`src/sgp_pkg.sv`:
```
// Shared types, widths and constants for the sharpen gain pipeline.
package sgp_pkg;

    localparam int AMT_W   = 16;
    localparam int DIST_W  = 24;
    localparam int MASK_W  = 16;
    localparam int LUMA_W  = 16;
    localparam int QUO_W   = 16;
    localparam int NUM_W   = 41;
    localparam int DEN_W   = 24;
    localparam int PROD_W  = 40;
    localparam int XX_W    = 32;
    localparam int SFAC_W  = 18;
    localparam int SPROD_W = 50;
    localparam int FMAG_W  = 32;
    localparam int GATE_W  = 17;
    localparam int G_W     = 17;
    localparam int ADDR_W  = 5;
    localparam int DATA_W  = 32;
    localparam int IDX_W   = 3;

    localparam int FRONT_STAGES = 3;
    localparam int BACK_STAGES  = 7;
    localparam int LATENCY      = FRONT_STAGES + QUO_W + BACK_STAGES;

    localparam logic [GATE_W-1:0]  GATE_ONE   = 17'h1_0000;
    localparam logic [SFAC_W-1:0]  SMOOTH_K   = 18'd196608;
    localparam logic [SPROD_W-1:0] SMOOTH_RND = 50'h0_0000_8000_0000;
    localparam logic [FMAG_W-1:0]  FOL_RND    = 32'd32767;
    localparam logic [16:0]        FOL_DIV    = 17'd65535;
    localparam logic [16:0]        FOL_DIV2   = 17'd131070;
    localparam logic [33:0]        ROUND_Q16  = 34'd32768;

    typedef enum logic [IDX_W-1:0] {
        REG_NEAR_AMOUNT    = 3'd0,
        REG_FAR_AMOUNT     = 3'd1,
        REG_NEAR_DISTANCE  = 3'd2,
        REG_FAR_DISTANCE   = 3'd3,
        REG_FOLIAGE_AMOUNT = 3'd4,
        REG_SHADOW_FLOOR   = 3'd5,
        REG_MAX_AMOUNT     = 3'd6
    } reg_idx_t;

    typedef struct packed {
        logic [AMT_W-1:0]  near_amount;
        logic [AMT_W-1:0]  far_amount;
        logic [DIST_W-1:0] near_distance;
        logic [DIST_W-1:0] far_distance;
        logic [AMT_W-1:0]  foliage_amount;
        logic [LUMA_W-1:0] shadow_floor;
        logic [AMT_W-1:0]  max_amount;
    } cfg_t;

    localparam cfg_t CFG_RESET = '{
        near_amount:    16'd4096,
        far_amount:     16'd4096,
        near_distance:  24'd0,
        far_distance:   24'd0,
        foliage_amount: 16'd4096,
        shadow_floor:   16'd0,
        max_amount:     16'd8192
    };

    typedef struct packed {
        logic              amt_up;
        logic              sel_near;
        logic              sel_far;
        logic              gate_one;
        logic [MASK_W-1:0] mask;
    } side_t;

    typedef struct packed {
        logic [NUM_W-1:0] dnum;
        logic [DEN_W-1:0] dden;
        logic [NUM_W-1:0] lnum;
    } div_req_t;

endpackage

```
`src/sgp_back.sv`:
```
// Back stages: distance gain, foliage blend, smoothstep gate and clamp.
module sgp_back (
    input  logic                       clk,
    input  logic                       rst_n,
    input  logic                       in_valid,
    input  sgp_pkg::side_t             side,
    input  logic [sgp_pkg::QUO_W-1:0]  dq,
    input  logic [sgp_pkg::QUO_W-1:0]  x,
    input  sgp_pkg::cfg_t              cfg,
    output logic                       out_valid,
    output logic [sgp_pkg::AMT_W-1:0]  gain
);

    logic [sgp_pkg::BACK_STAGES-1:0] valid_reg;

    // stage 1
    logic [sgp_pkg::AMT_W-1:0]  d1_reg, d1_next;
    logic [sgp_pkg::QUO_W-1:0]  x1_reg;
    logic [sgp_pkg::MASK_W-1:0] mask1_reg;
    logic                       gate1_reg;

    // stage 2
    logic [sgp_pkg::AMT_W-1:0]  d2_reg;
    logic [sgp_pkg::AMT_W-1:0]  fdiff2_reg, fdiff2_next;
    logic                       fup2_reg, fup2_next;
    logic [sgp_pkg::XX_W-1:0]   xx2_reg, xx2_next;
    logic [sgp_pkg::QUO_W-1:0]  x2_reg;
    logic [sgp_pkg::MASK_W-1:0] mask2_reg;
    logic                       gate2_reg;

    // stage 3
    logic [sgp_pkg::AMT_W-1:0]   d3_reg;
    logic                        fup3_reg;
    logic                        gate3_reg;
    logic [sgp_pkg::FMAG_W-1:0]  fmag3_reg, fmag3_next;
    logic [sgp_pkg::SFAC_W-1:0]  sfac;
    logic [sgp_pkg::SPROD_W-1:0] sprod3_reg, sprod3_next;

    // stage 4
    logic [sgp_pkg::FMAG_W-1:0]  fnum;
    logic [16:0]                 fres;
    logic [sgp_pkg::SPROD_W-1:0] ssum;
    logic [sgp_pkg::AMT_W-1:0]   d4_reg;
    logic                        fup4_reg;
    logic [sgp_pkg::AMT_W-1:0]   fq4_reg, fq4_next;
    logic [sgp_pkg::GATE_W-1:0]  s4_reg, s4_next;

    // stage 5
    logic [sgp_pkg::AMT_W-1:0]  f5_reg, f5_next;
    logic [sgp_pkg::GATE_W-1:0] s5_reg;

    // stage 6
    logic [33:0]             gsum;
    logic [sgp_pkg::G_W-1:0] g6_reg, g6_next;

    // stage 7
    logic [sgp_pkg::AMT_W-1:0] gain7_reg, gain7_next;

    always_comb
    begin
        if (side.sel_near)
        begin
            d1_next = cfg.near_amount;
        end
        else if (side.sel_far)
        begin
            d1_next = cfg.far_amount;
        end
        else if (side.amt_up)
        begin
            d1_next = cfg.near_amount + dq;
        end
        else
        begin
            d1_next = cfg.near_amount - dq;
        end
    end

    always_comb
    begin
        fup2_next = cfg.foliage_amount >= d1_reg;
        if (fup2_next)
        begin
            fdiff2_next = cfg.foliage_amount - d1_reg;
        end
        else
        begin
            fdiff2_next = d1_reg - cfg.foliage_amount;
        end
        xx2_next = sgp_pkg::XX_W'(x1_reg) * sgp_pkg::XX_W'(x1_reg);
    end

    assign sfac        = sgp_pkg::SMOOTH_K - sgp_pkg::SFAC_W'({x2_reg, 1'b0});
    assign fmag3_next  = sgp_pkg::FMAG_W'(fdiff2_reg) * sgp_pkg::FMAG_W'(mask2_reg);
    assign sprod3_next = sgp_pkg::SPROD_W'(xx2_reg) * sgp_pkg::SPROD_W'(sfac);

    // divide by 65535: quotient estimate from the high half, remainder fixup
    always_comb
    begin
        fnum     = fmag3_reg + sgp_pkg::FOL_RND;
        fres     = 17'(fnum[31:16]) + 17'(fnum[15:0]);
        fq4_next = fnum[31:16]
                   + sgp_pkg::AMT_W'(fres >= sgp_pkg::FOL_DIV)
                   + sgp_pkg::AMT_W'(fres >= sgp_pkg::FOL_DIV2);
        ssum     = sprod3_reg + sgp_pkg::SMOOTH_RND;
        s4_next  = gate3_reg ? sgp_pkg::GATE_ONE : ssum[32 +: sgp_pkg::GATE_W];
    end

    assign f5_next = fup4_reg ? (d4_reg + fq4_reg) : (d4_reg - fq4_reg);

    always_comb
    begin
        gsum    = 34'(33'(f5_reg) * 33'(s5_reg)) + sgp_pkg::ROUND_Q16;
        g6_next = gsum[16 +: sgp_pkg::G_W];
    end

    always_comb
    begin
        if (g6_reg > sgp_pkg::G_W'(cfg.max_amount))
        begin
            gain7_next = cfg.max_amount;
        end
        else
        begin
            gain7_next = g6_reg[sgp_pkg::AMT_W-1:0];
        end
    end

    always_ff @(posedge clk or negedge rst_n)
    begin
        if (!rst_n)
        begin
            valid_reg <= '0;
        end
        else
        begin
            valid_reg <= {valid_reg[sgp_pkg::BACK_STAGES-2:0], in_valid};
        end
    end

    always_ff @(posedge clk)
    begin
        d1_reg     <= d1_next;
        x1_reg     <= x;
        mask1_reg  <= side.mask;
        gate1_reg  <= side.gate_one;

        d2_reg     <= d1_reg;
        fdiff2_reg <= fdiff2_next;
        fup2_reg   <= fup2_next;
        xx2_reg    <= xx2_next;
        x2_reg     <= x1_reg;
        mask2_reg  <= mask1_reg;
        gate2_reg  <= gate1_reg;

        d3_reg     <= d2_reg;
        fup3_reg   <= fup2_reg;
        gate3_reg  <= gate2_reg;
        fmag3_reg  <= fmag3_next;
        sprod3_reg <= sprod3_next;

        d4_reg     <= d3_reg;
        fup4_reg   <= fup3_reg;
        fq4_reg    <= fq4_next;
        s4_reg     <= s4_next;

        f5_reg     <= f5_next;
        s5_reg     <= s4_reg;

        g6_reg     <= g6_next;

        gain7_reg  <= gain7_next;
    end

    assign out_valid = valid_reg[sgp_pkg::BACK_STAGES-1];
    assign gain      = gain7_reg;

endmodule

```
`config.mk`:
```
export PLATFORM = sky130hd
export DESIGN_NAME = sgp_back
export DESIGN_NICKNAME = d
export VERILOG_FILES = /design/src/sgp_pkg.sv /design/src/sgp_back.sv
export SDC_FILE = /design/constraint.sdc
export NUM_CORES = 2
export LEC_CHECK = 0
export BUFFER_PORTS_ARGS = -buffer_cell sky130_fd_sc_hd__buf_2
export CAP_MARGIN = 20
export CORE_MARGIN = 3
export CORE_UTILIZATION = 51
export DETAILED_ROUTE_END_ITERATION = 10
export PLACE_DENSITY = 0.67
export SYNTH_ARGS = -nofsm -noshare
export SYNTH_HDL_FRONTEND = slang
export SYNTH_SLANG_ARGS = --single-unit
```
`constraint.sdc`:
```
create_clock -name clk -period 9.1 [get_ports clk]
set_input_delay 0.91 -clock clk [delete_from_list [all_inputs] [get_ports clk]]
set_output_delay 0.91 -clock clk [all_outputs]
set_load 0.03 [all_outputs]
```
==> key figures <==
Outcome
  • Status: finished clean

Die
  • Initial core utilization: 51.57%
  • DIE AREA: 108,900 sq um
  • Die Y: around 330 um
  • Ports: 200
  • Die W: 330.0 um
  • Row count: between 100 and 150
  • Core area: 103,800 sq um

Synth
  • Combinational family with the most area after synthesis: adder cells
  • Netlist cell types: 85
  • EDFF count, synth: 0
  • Async SR Flop Fraction: 2.083%
  • Adder-cell share of the synthesized area: about half
  • Post-synth top cells: inv_1 (1,339), fa_1 (1,001), nand2_1 (816)
  • Mapped Nets: 7,641
  • Mapped Cells: about 5,900
  • Leading area contributor after synthesis: fa_1
  • Mean post-synth cell area: approximately 9.1 sq um
  • Simple-gate share of the synthesized area: around 15%
  • Dominant synthesized flop cell: dfxtp_1
  • Seq cells post-synth: 336
  • Synth top area share: between 30% and 40%
  • Synth warn: 0
  • Xor/xnor share of the synthesized area: just over 4%
  • Synthesized area: about 54,000 sq um
  • Synth area leaders: fa_1 (37%), ha_1 (13%), dfxtp_1 (12%)
  • Post-synthesis mux area share: less than 1%
  • Count leader, synth: inv_1
  • Seq/Total Area, Yosys: approximately an eighth
  • Synth Area in Compound Gates: 5.837%

Clocking
  • Max clock buf depth: 3
  • Worst-Skew Late Latency: 0.65 ns
  • TritonCTS clock tree: yes
  • Clock sinks: 336
  • Clk Tree Root Cell: clkbuf_16
  • Hold-fix buffers at CTS: 0
  • Clock slew at reported path FFs: 0.07 ns
  • H-tree Lvls: 2
  • # resized after CTS: 0
  • Number of CTS-inserted buffers: 43
  • Setup Fix Bufs, Post-CTS: 0

STA
  • TNS Setup: 0 ns
  • Final Setup Violations: 0
  • Final Hold Fails: 0
  • Fmax achieved: approximately 0.12 GHz
  • Clk_skew: between 0.05 and 0.06 ns
  • Slew Limit Headroom: 33.62%
  • Worst-Margin Slew: a little under 1 ns
  • Period utilization: roughly nine tenths
  • Setup repair after global routing missed its margin: false
  • Final Max Slew Viols: 0
  • Min Tclk post-route: roughly 8.3 ns

Global route
  • Antenna violations before repair: 15
  • Largest net degree at the start of global routing: 40
  • Total track usage: between 20% and 30%
  • First-pass GRT wire length: between 200,000 and 250,000 um
  • Vias in the first global route: between 30,000 and 40,000
  • GR Overflow Total: 0

Routing
  • Post-Route WL: 123,400 um
  • Met2 wire len: roughly 55,000 um
  • Drc violations: 0
  • DR vias/cell: about 5.2
  • Total number of vias: roughly 38,000
  • Routed Antenna Nets: 0
  • Max layer used: met5
  • Initial DRC Count: slightly above 2,000
  • Drt first pass iters: 5
  • Met3 WL: slightly above 9000 um
  • DR WL/cell: ~17 um
  • DRT met1 WL: around 56,000 um

Setup path
  • CP Max Fanout: 9
  • R2r setup slk: just under 0.8 ns
  • Critical path class: reg2reg
  • Depth of the most critical reg-to-reg path: 25
  • Crit start category: flip-flop
  • Worst reg2reg path startpoint: x2_reg[9]$_DFF_P_
  • R2r endpoint: sprod3_reg[37]$_DFF_P_
  • Critical path data arrival time: 8.86 ns
  • Worst path required time: between 9 and 10 ns
  • Setup crit end kind: flip-flop

Placed design
  • Placer Congestion: between 0.8 and 0.9
  • DP HPWL: 98,400 um
  • IO buf count: around 140

Min path
  • Worst Hold Class: in2async

Finish
  • Final-layout fill cell count: approximately 9,400
  • P&R area growth vs syn: 6.875%
  • Post-layout nets: 7,673
  • Final core utilization: between 50% and 60%
  • Max reg flops: 32
  • Layout cells sized above 1: 5.759%

Flow run
  • Max Cap Viol: 0
==> final cells by class <==
type                            instances  area [sq um]  share of cell area (%)
Multi-Input combinational cell       4021         41140                   71.91
Timing Repair Buffer                  179          1006                   1.758
Clock inverter                         33         389.1                  0.6802
Sequential cell                       336          6761                   11.82
Inverter                             1340          5032                   8.797
Tap cell                             1380          1727                   3.018
Antenna cell                           12         30.03                 0.05249
Clock buffer                           47          1121                   1.960
==> layout by cell type (no fill, tap or decap), drive strengths merged, types with 11 or more instances in the layout <==
cell type,netlist,final
a211oi,17,17
a21o,69,69
a21oi,155,155
a31oi,19,19
and2,456,456
and3,18,18
buf,15,179
clkbuf,177,47
clkinv,0,13
dfxtp,329,329
diode,0,12
fa,1001,1001
ha,568,568
inv,1340,1350
mux2,34,34
mux2i,11,11
nand2,816,816
nand2b,26,26
nand3,46,46
nand4,25,25
nor2,151,151
nor2b,21,21
nor3,48,48
nor4,14,14
o211ai,16,16
o21a,14,14
o21ai,87,87
o21bai,19,19
or2,11,11
or3,20,20
xnor2,152,152
xor2,94,94
==> stage by stage <==
stage | setup WS (ns) | cell area (sq um) | hold WS, ns | cells
2_1_floorplan | 1.846 | 53530 | 0.3096 | 5889
3_3_place_gp | 0.9330 | 55670 | 0.3095 | 7256
3_5_place_dp | 0.8250 | 55670 | 0.3121 | 7256
4_1_cts | 0.7735 | 57180 | 0.06062 | 7336
6_report | 0.7685 | 57210 | 0.1097 | 7348
5_1_grt | 0.3730 | 57180 | 0.07837 | 7337
==> layer usage <==
layer / global-route usage [%] / up-vias
met3: 4.405 / 215
li1: - / 17850
met1: 33.33 / 19160
met5: 0 / -
met2: 37.29 / 1158
met4: 6.491 / 2
==> worst max path at each step <==
stage               cells after the start                     end  slack [ns]         startpoint
floorplan                              30  sprod3_reg[37]$_DFF_P_        1.85  x2_reg[0]$_DFF_P_
global placement                       25  sprod3_reg[37]$_DFF_P_        0.93  x2_reg[0]$_DFF_P_
detailed placement                     25  sprod3_reg[37]$_DFF_P_        0.82  x2_reg[8]$_DFF_P_
CTS                                    25  sprod3_reg[37]$_DFF_P_        0.77  x2_reg[9]$_DFF_P_
global route                           25  sprod3_reg[37]$_DFF_P_        0.37  x2_reg[9]$_DFF_P_
finish                                 25  sprod3_reg[37]$_DFF_P_        0.77  x2_reg[9]$_DFF_P_
==> worst max-delay path, stage by stage (launching register included) <==
cell,delay (ns)
dfxtp_1,0.35
or4_1,0.54
or3_1,0.38
or4_1,0.46
nor2_1,0.20
xor2_2,0.42
and2_1,0.22
fa_1,0.44
fa_1,0.53
fa_1,0.44
fa_1,0.49
fa_1,0.50
inv_1,0.05
fa_1,0.48
inv_1,0.04
ha_1,0.30
a21o_1,0.18
a21oi_1,0.34
o211ai_1,0.24
a211oi_1,0.21
buf_4,0.18
o211ai_1,0.14
a31oi_1,0.45
o311ai_0,0.29
a31oi_1,0.25
xnor2_1,0.14
==> cell families after synthesis <==
family,Yosys count
AOI/OAI and AO/OA,482
xor gates and xnor gates,246
adders and majority gates,1569
buffers and inverters,1532
DFF,336
muxes,45
and+or+nand+nor,1679
Power is not shown: default switching activity piles up to over one toggle a cycle in this logic, so the estimate is an artifact.
