[config.mk]
export PLATFORM = sky130hd
export DESIGN_NAME = sgp_front
export DESIGN_NICKNAME = d
export VERILOG_FILES = /design/src/sgp_pkg.sv /design/src/sgp_front.sv
export SDC_FILE = /design/constraint.sdc
export NUM_CORES = 1
export LEC_CHECK = 0
export BUFFER_PORTS_ARGS = -buffer_cell sky130_fd_sc_hd__buf_2
export CORE_MARGIN = 3
export CORE_UTILIZATION = 40
export DETAILED_ROUTE_END_ITERATION = 10
export SYNTH_ARGS = -nofsm -noshare
export SYNTH_HDL_FRONTEND = slang
export SYNTH_SLANG_ARGS = --single-unit
[constraint.sdc]
create_clock -name clk -period 11 [get_ports clk]
set_input_delay 0.55 -clock clk [delete_from_list [all_inputs] [get_ports clk]]
set_output_delay 0.55 -clock clk [all_outputs]
set_load 0.01 [all_outputs]
[src/sgp_pkg.sv]
// Shared types, widths and constants for the sharpen gain pipeline.
package sgp_pkg;

    localparam int AMT_W   = 16;
    localparam int DIST_W  = 24;
    localparam int MASK_W  = 16;
    localparam int LUMA_W  = 16;
    localparam int QUO_W   = 16;
    localparam int NUM_W   = 41;
    localparam int DEN_W   = 24;
    localparam int PROD_W  = 40;
    localparam int XX_W    = 32;
    localparam int SFAC_W  = 18;
    localparam int SPROD_W = 50;
    localparam int FMAG_W  = 32;
    localparam int GATE_W  = 17;
    localparam int G_W     = 17;
    localparam int ADDR_W  = 5;
    localparam int DATA_W  = 32;
    localparam int IDX_W   = 3;

    localparam int FRONT_STAGES = 3;
    localparam int BACK_STAGES  = 7;
    localparam int LATENCY      = FRONT_STAGES + QUO_W + BACK_STAGES;

    localparam logic [GATE_W-1:0]  GATE_ONE   = 17'h1_0000;
    localparam logic [SFAC_W-1:0]  SMOOTH_K   = 18'd196608;
    localparam logic [SPROD_W-1:0] SMOOTH_RND = 50'h0_0000_8000_0000;
    localparam logic [FMAG_W-1:0]  FOL_RND    = 32'd32767;
    localparam logic [16:0]        FOL_DIV    = 17'd65535;
    localparam logic [16:0]        FOL_DIV2   = 17'd131070;
    localparam logic [33:0]        ROUND_Q16  = 34'd32768;

    typedef enum logic [IDX_W-1:0] {
        REG_NEAR_AMOUNT    = 3'd0,
        REG_FAR_AMOUNT     = 3'd1,
        REG_NEAR_DISTANCE  = 3'd2,
        REG_FAR_DISTANCE   = 3'd3,
        REG_FOLIAGE_AMOUNT = 3'd4,
        REG_SHADOW_FLOOR   = 3'd5,
        REG_MAX_AMOUNT     = 3'd6
    } reg_idx_t;

    typedef struct packed {
        logic [AMT_W-1:0]  near_amount;
        logic [AMT_W-1:0]  far_amount;
        logic [DIST_W-1:0] near_distance;
        logic [DIST_W-1:0] far_distance;
        logic [AMT_W-1:0]  foliage_amount;
        logic [LUMA_W-1:0] shadow_floor;
        logic [AMT_W-1:0]  max_amount;
    } cfg_t;

    localparam cfg_t CFG_RESET = '{
        near_amount:    16'd4096,
        far_amount:     16'd4096,
        near_distance:  24'd0,
        far_distance:   24'd0,
        foliage_amount: 16'd4096,
        shadow_floor:   16'd0,
        max_amount:     16'd8192
    };

    typedef struct packed {
        logic              amt_up;
        logic              sel_near;
        logic              sel_far;
        logic              gate_one;
        logic [MASK_W-1:0] mask;
    } side_t;

    typedef struct packed {
        logic [NUM_W-1:0] dnum;
        logic [DEN_W-1:0] dden;
        logic [NUM_W-1:0] lnum;
    } div_req_t;

endpackage

[src/sgp_front.sv]
// Front stages: band selection, distance product and divider operands.
module sgp_front (
    input  logic                       clk,
    input  logic                       rst_n,
    input  logic                       in_valid,
    input  logic [sgp_pkg::DIST_W-1:0] distance,
    input  logic [sgp_pkg::MASK_W-1:0] foliage_mask,
    input  logic [sgp_pkg::LUMA_W-1:0] luma,
    input  sgp_pkg::cfg_t              cfg,
    output logic                       out_valid,
    output sgp_pkg::div_req_t          req,
    output sgp_pkg::side_t             side
);

    logic [sgp_pkg::FRONT_STAGES-1:0] valid_reg;

    logic [sgp_pkg::DIST_W-1:0] off1_reg, off1_next;
    logic [sgp_pkg::DEN_W-1:0]  den1_reg, den1_next;
    logic [sgp_pkg::AMT_W-1:0]  amag1_reg, amag1_next;
    logic [sgp_pkg::LUMA_W-1:0] luma1_reg;
    sgp_pkg::side_t             side1_reg, side1_next;

    logic [sgp_pkg::PROD_W-1:0] prod2_reg, prod2_next;
    logic [sgp_pkg::DEN_W-1:0]  den2_reg;
    logic [sgp_pkg::LUMA_W-1:0] luma2_reg;
    sgp_pkg::side_t             side2_reg;

    sgp_pkg::div_req_t          req3_reg, req3_next;
    sgp_pkg::side_t             side3_reg;

    always_comb
    begin
        off1_next = distance - cfg.near_distance;
        den1_next = cfg.far_distance - cfg.near_distance;
        side1_next.amt_up = cfg.far_amount >= cfg.near_amount;
        if (side1_next.amt_up)
        begin
            amag1_next = cfg.far_amount - cfg.near_amount;
        end
        else
        begin
            amag1_next = cfg.near_amount - cfg.far_amount;
        end
        side1_next.sel_near = (cfg.far_distance <= cfg.near_distance)
                              || (distance <= cfg.near_distance);
        side1_next.sel_far  = distance >= cfg.far_distance;
        side1_next.gate_one = (cfg.shadow_floor == '0) || (luma >= cfg.shadow_floor);
        side1_next.mask     = foliage_mask;
    end

    assign prod2_next = sgp_pkg::PROD_W'(amag1_reg) * sgp_pkg::PROD_W'(off1_reg);

    always_comb
    begin
        req3_next.dnum = sgp_pkg::NUM_W'(prod2_reg) + sgp_pkg::NUM_W'(den2_reg >> 1);
        req3_next.dden = den2_reg;
        req3_next.lnum = sgp_pkg::NUM_W'({luma2_reg, {sgp_pkg::LUMA_W{1'b0}}});
    end

    always_ff @(posedge clk or negedge rst_n)
    begin
        if (!rst_n)
        begin
            valid_reg <= '0;
        end
        else
        begin
            valid_reg <= {valid_reg[sgp_pkg::FRONT_STAGES-2:0], in_valid};
        end
    end

    always_ff @(posedge clk)
    begin
        off1_reg  <= off1_next;
        den1_reg  <= den1_next;
        amag1_reg <= amag1_next;
        luma1_reg <= luma;
        side1_reg <= side1_next;

        prod2_reg <= prod2_next;
        den2_reg  <= den1_reg;
        luma2_reg <= luma1_reg;
        side2_reg <= side1_reg;

        req3_reg  <= req3_next;
        side3_reg <= side2_reg;
    end

    assign out_valid = valid_reg[sgp_pkg::FRONT_STAGES-1];
    assign req       = req3_reg;
    assign side      = side3_reg;

endmodule

==> metrics.txt <==
# TYPE chip_impl_metric gauge
chip_impl_metric{name="placementRows",unit=""} 91
chip_impl_metric{name="die_area",unit="µm²"} 65500
chip_impl_metric{name="relSlewSlack",unit="%"} 21.4
chip_impl_metric{name="portBuffers",unit=""} 256
chip_impl_metric{name="routed_via_density",unit=""} 5.01
chip_impl_metric{name="wl_met2",unit="mm"} 29.2
chip_impl_metric{name="ioPinCount",unit=""} 314
chip_impl_metric{name="total_number_of_h_tree_levels",unit=""} 2
chip_impl_info{name="tritoncts",value="yes"} 1
chip_impl_metric{name="cts.repair.resized",unit=""} 0
chip_impl_metric{name="antenna_violating_nets_post_route",unit=""} 0
chip_impl_metric{name="synth_largest_type_area_fraction",unit="%"} 24.9
chip_impl_metric{name="cp_max_fo",unit=""} 24
chip_impl_metric{name="synth_sequential_area_ratio",unit="%"} 24.4
chip_impl_metric{name="number_of_buffers_between_clock_root_and_the_deepest_sink",unit=""} 3
chip_impl_info{name="timing.hold.worst_endpoint",value="side1_reg[5]"} 1
chip_impl_metric{name="cts-buffers-inserted",unit=""} 37
chip_impl_metric{name="ys_async_sr_fraction",unit="%"} 0.987
chip_impl_metric{name="fin_util",unit="%"} 45.7
chip_impl_metric{name="yosys_warnings",unit=""} 0
chip_impl_metric{name="hold_depth",unit=""} 1
chip_impl_metric{name="fmax",unit="GHz"} 0.146
chip_impl_metric{name="syn_inst_count",unit=""} 2676
chip_impl_info{name="grt_setup_unrepaired",value="false"} 1
chip_impl_info{name="worst-setup-path-type",value="flip-flop to flip-flop"} 1
chip_impl_metric{name="die-height",unit="µm"} 256
chip_impl_info{name="yosys.area.top_type",value="sky130_fd_sc_hd__fa_1"} 1
chip_impl_metric{name="grt_first_pass_wirelength",unit="mm"} 105
chip_impl_metric{name="largest_reg_flops",unit=""} 81
chip_impl_metric{name="synthesis.area",unit="µm²"} 25000
chip_impl_metric{name="met3_length",unit="mm"} 4.69
chip_impl_metric{name="slowest_delay",unit="ns"} 1.06
chip_impl_info{name="run_status",value="finished clean"} 1
chip_impl_metric{name="grt.total_usage",unit="%"} 19.8
chip_impl_metric{name="data_arrival_time_of_the_critical_path",unit="ns"} 7.33
chip_impl_metric{name="wl_per_cell",unit="µm"} 17.3
chip_impl_metric{name="dpl_worst_slack",unit="ns"} 4.21
chip_impl_info{name="setup.worst_path.start_class",value="flip-flop"} 1
chip_impl_metric{name="antenna_found_initial",unit=""} 3
chip_impl_metric{name="max-cap-violations",unit=""} 0
chip_impl_metric{name="drtPass1Iterations",unit=""} 5
chip_impl_info{name="cpMostUsedCell",value="sky130_fd_sc_hd__fa_1"} 1
chip_impl_metric{name="totalNegativeSetupSlack",unit="ns"} 0
chip_impl_metric{name="synth-seq-cells",unit=""} 304
chip_impl_info{name="worst_r2r_endpoint",value="prod2_reg[33]"} 1
chip_impl_metric{name="post_route_m1_wl",unit="mm"} 29.3
chip_impl_metric{name="number_of_distinct_library_cells_after_synthesis",unit=""} 71
chip_impl_info{name="launch_instance_of_the_worst_register_to_register_path",value="amag1_reg[7]"} 1
chip_impl_metric{name="initial_utilization",unit="%"} 40.5
chip_impl_info{name="ys_dominant_reg_cell",value="sky130_fd_sc_hd__dfxtp_1"} 1
chip_impl_metric{name="final_global_route_overflow_total",unit=""} 0
chip_impl_metric{name="finalMaxSlewViolations",unit=""} 0
chip_impl_metric{name="clk-insertion-delay-late",unit="ns"} 0.57
chip_impl_info{name="setup.worst_path.start",value="amag1_reg[7]"} 1
chip_impl_metric{name="clkSlewWorstSetupHoldPaths",unit="ns"} 0.06
chip_impl_metric{name="chipWidth",unit="µm"} 256
chip_impl_metric{name="holdWs",unit="ns"} 0.0869
chip_impl_metric{name="dp_hpwl",unit="mm"} 51.2
chip_impl_info{name="hold_path_class",value="primary input to flip-flop"} 1
chip_impl_metric{name="first_global_vias",unit=""} 19898
chip_impl_metric{name="max_slew.worst_pin.slew",unit="ns"} 1.18
chip_impl_metric{name="route.final.wire_length",unit="mm"} 64.9
chip_impl_metric{name="dr_total_vias",unit=""} 18826
chip_impl_metric{name="clkSinkCount",unit=""} 304
chip_impl_info{name="clockRootBuffer",value="sky130_fd_sc_hd__clkbuf_16"} 1
chip_impl_metric{name="place_congestion",unit=""} 0.911
chip_impl_metric{name="final_net_count",unit=""} 3644
chip_impl_info{name="ys_top_cells_by_area",value="sky130_fd_sc_hd__fa_1 25%, sky130_fd_sc_hd__dfxtp_1 24%, sky130_fd_sc_hd__ha_1 13%, sky130_fd_sc_hd__inv_1 7.1%, sky130_fd_sc_hd__nand2_1 4.4%"} 1
chip_impl_metric{name="synth-edff-count",unit=""} 0
chip_impl_metric{name="layout_setup_ws",unit="ns"} 4.16
chip_impl_metric{name="drt_iter0_markers",unit=""} 1202
chip_impl_info{name="highest-signal-layer",value="met5"} 1
chip_impl_metric{name="cp_num_buf_inv",unit=""} 5
chip_impl_metric{name="drive_above_1_share",unit="%"} 11.5
chip_impl_metric{name="worst_case_reg_to_reg_path_depth",unit=""} 21
chip_impl_info{name="worst_path_max_delay_cell",value="sky130_fd_sc_hd__dfxtp_1"} 1
chip_impl_metric{name="postCtsSetupRepairBufs",unit=""} 0
chip_impl_metric{name="finalCriticalPeriod",unit="ns"} 6.84
chip_impl_metric{name="fin_crit_sh",unit="%"} 62.2
chip_impl_metric{name="synth.avg_cell_area",unit="µm²"} 9.34
chip_impl_metric{name="hold_violations",unit=""} 0
chip_impl_metric{name="final.setup_skew",unit="ns"} 0.0297
chip_impl_metric{name="grt_max_degree",unit=""} 25
chip_impl_metric{name="area_delta_synth_final",unit="%"} 12.8
chip_impl_metric{name="number_of_endpoints_failing_setup_at_the_final_stage",unit=""} 0
chip_impl_metric{name="core_area",unit="µm²"} 61700
chip_impl_info{name="critPathCaptureType",value="flip-flop"} 1
chip_impl_info{name="hold_start",value="foliage_mask[5]"} 1
chip_impl_metric{name="route.detailed.drc",unit=""} 0
chip_impl_metric{name="rrSetupSlack",unit="ns"} 4.16
chip_impl_info{name="crit_path_cell_trace",value="nand2_1 -> fa_1 -> inv_1 -> fa_1 -> inv_1 -> fa_1 -> inv_1 -> fa_1 -> fa_1 -> inv_1 -> fa_1 -> inv_1 -> ha_1 -> a21oi_1 -> o21ai_0 -> a221oi_1 -> o31ai_2 -> a21oi_1 -> o21ai_1 -> a221oi_1 -> xnor2_1"} 1
chip_impl_metric{name="ctsHoldBuffers",unit=""} 1
chip_impl_metric{name="critPathRequiredTime",unit="ns"} 11.49
chip_impl_info{name="cpLargestDelayFamily",value="adder cells"} 1
final cells by class:
class                   instances  area [µm²]
well taps                     837        1050
multi-input cells            1815       16700
repair buffers                259        1310
inverters                     475        1780
clock inverters                21         239
fillers                      6004       33500
diodes                          1        2.50
flip-flops and latches        304        6100
clock buffers                  46        1020
cells in the mapped netlist (3+ instances only):
| cell type | number |
|---|---|
| sky130_fd_sc_hd__o22ai_1 | 3 |
| sky130_fd_sc_hd__a21oi_1 | 123 |
| sky130_fd_sc_hd__xor2_1 | 42 |
| sky130_fd_sc_hd__dfrtp_1 | 3 |
| sky130_fd_sc_hd__and3_1 | 12 |
| sky130_fd_sc_hd__o31a_1 | 4 |
| sky130_fd_sc_hd__o221ai_1 | 4 |
| sky130_fd_sc_hd__o21ai_1 | 13 |
| sky130_fd_sc_hd__nand4_1 | 31 |
| sky130_fd_sc_hd__ha_1 | 254 |
| sky130_fd_sc_hd__mux2i_1 | 13 |
| sky130_fd_sc_hd__o21a_1 | 18 |
| sky130_fd_sc_hd__a221o_1 | 4 |
| sky130_fd_sc_hd__nand3_1 | 15 |
| sky130_fd_sc_hd__nand2b_1 | 12 |
| sky130_fd_sc_hd__dfxtp_1 | 301 |
| sky130_fd_sc_hd__buf_2 | 5 |
| sky130_fd_sc_hd__nor3b_1 | 5 |
| sky130_fd_sc_hd__xnor2_1 | 83 |
| sky130_fd_sc_hd__o211ai_1 | 7 |
| sky130_fd_sc_hd__o21bai_1 | 17 |
| sky130_fd_sc_hd__and4_1 | 4 |
| sky130_fd_sc_hd__a31oi_1 | 13 |
| sky130_fd_sc_hd__a221oi_1 | 7 |
| sky130_fd_sc_hd__fa_1 | 311 |
| sky130_fd_sc_hd__o21ai_0 | 68 |
| sky130_fd_sc_hd__and2_1 | 161 |
| sky130_fd_sc_hd__buf_4 | 25 |
| sky130_fd_sc_hd__a211o_1 | 3 |
| sky130_fd_sc_hd__clkbuf_1 | 75 |
| sky130_fd_sc_hd__inv_1 | 475 |
| sky130_fd_sc_hd__nor3_1 | 16 |
| sky130_fd_sc_hd__a211oi_1 | 15 |
| sky130_fd_sc_hd__a21o_1 | 97 |
| sky130_fd_sc_hd__nor2_1 | 74 |
| sky130_fd_sc_hd__o31ai_1 | 6 |
| sky130_fd_sc_hd__nor2b_1 | 16 |
| sky130_fd_sc_hd__nand2_1 | 295 |
| sky130_fd_sc_hd__nor4_1 | 5 |
metal layers:
metal | vias up | track usage (%)
li1 | 8886 | -
met1 | 9159 | 26.7
met2 | 654 | 32.3
met3 | 125 | 3.95
met4 | 2 | 5.76
met5 | - | 0
cells in the final DEF (no fill, tap or decap), types with 5 or more instances in the layout:
cell type / n
sky130_fd_sc_hd__xnor2_1: 83
sky130_fd_sc_hd__mux2i_1: 13
sky130_fd_sc_hd__o31ai_1: 6
sky130_fd_sc_hd__o21ai_1: 13
sky130_fd_sc_hd__a221oi_1: 7
sky130_fd_sc_hd__o21ai_0: 68
sky130_fd_sc_hd__xor2_1: 42
sky130_fd_sc_hd__nor4_1: 5
sky130_fd_sc_hd__ha_1: 254
sky130_fd_sc_hd__buf_2: 256
sky130_fd_sc_hd__a211oi_1: 15
sky130_fd_sc_hd__conb_1: 25
sky130_fd_sc_hd__clkbuf_16: 37
sky130_fd_sc_hd__fa_1: 311
sky130_fd_sc_hd__o21a_1: 18
sky130_fd_sc_hd__nor3_1: 16
sky130_fd_sc_hd__clkinvlp_4: 7
sky130_fd_sc_hd__nand2_1: 295
sky130_fd_sc_hd__inv_6: 6
sky130_fd_sc_hd__nor2b_1: 16
sky130_fd_sc_hd__nand4_1: 31
sky130_fd_sc_hd__nor3b_1: 5
sky130_fd_sc_hd__o21bai_1: 17
sky130_fd_sc_hd__o211ai_1: 7
sky130_fd_sc_hd__and2_1: 161
sky130_fd_sc_hd__a31oi_1: 13
sky130_fd_sc_hd__nor2_1: 74
sky130_fd_sc_hd__a21oi_1: 123
sky130_fd_sc_hd__dfxtp_1: 301
sky130_fd_sc_hd__a21o_1: 97
sky130_fd_sc_hd__nand2b_1: 12
sky130_fd_sc_hd__nand3_1: 15
sky130_fd_sc_hd__and3_1: 12
sky130_fd_sc_hd__clkbuf_8: 6
sky130_fd_sc_hd__inv_1: 475
worst reg2reg max path, stage by stage (launching register included):
cell and delay (ns):
sky130_fd_sc_hd__dfxtp_1 1.06, sky130_fd_sc_hd__nand2_1 0.19, sky130_fd_sc_hd__fa_1 0.59, sky130_fd_sc_hd__inv_1 0.05, sky130_fd_sc_hd__fa_1 0.50, sky130_fd_sc_hd__inv_1 0.05
sky130_fd_sc_hd__fa_1 0.53, sky130_fd_sc_hd__inv_1 0.05, sky130_fd_sc_hd__fa_1 0.47, sky130_fd_sc_hd__fa_1 0.50, sky130_fd_sc_hd__inv_1 0.05, sky130_fd_sc_hd__fa_1 0.48
sky130_fd_sc_hd__inv_1 0.04, sky130_fd_sc_hd__ha_1 0.35, sky130_fd_sc_hd__a21oi_1 0.19, sky130_fd_sc_hd__o21ai_0 0.18, sky130_fd_sc_hd__a221oi_1 0.36, sky130_fd_sc_hd__o31ai_2 0.19
sky130_fd_sc_hd__a21oi_1 0.28, sky130_fd_sc_hd__o21ai_1 0.16, sky130_fd_sc_hd__a221oi_1 0.35, sky130_fd_sc_hd__xnor2_1 0.16
logic make-up (layout without fill, tap and decap cells):
kind of cell	after synthesis	after routing	share of synthesized area (%)
simple gates	659	659	12.8
buf+inv	581	801	9.15
fa+ha+maj	565	565	37.6
compound gates	428	428	11.1
flops	304	304	24.4
xor+xnor	125	125	4.38
mux	13	13	0.521
other cells	1	26	0.0150
metrics by stage:
| stage | cell area (µm²) | cells |
|---|---|---|
| final | 28200 | 3758 |
| after global routing | 28200 | 3757 |
| after CTS | 28200 | 3757 |
| after detailed placement | 26900 | 3689 |
| after global placement | 26900 | 3689 |
| after floorplan | 25100 | 2700 |
how the worst max path moves through the flow:
stage                     to  slack (ns)  cells past startpoint
6_report       prod2_reg[33]        4.16                     21
5_1_grt        prod2_reg[33]        3.77                     21
4_1_cts        prod2_reg[33]        4.23                     21
3_5_place_dp   prod2_reg[33]        4.21                     21
3_3_place_gp   prod2_reg[33]        4.32                     21
2_1_floorplan  prod2_reg[33]        5.18                     22
Power is left out: the tool's default activity adds up to more than one toggle a clock period on the data nets, which glitch-free logic cannot reach.
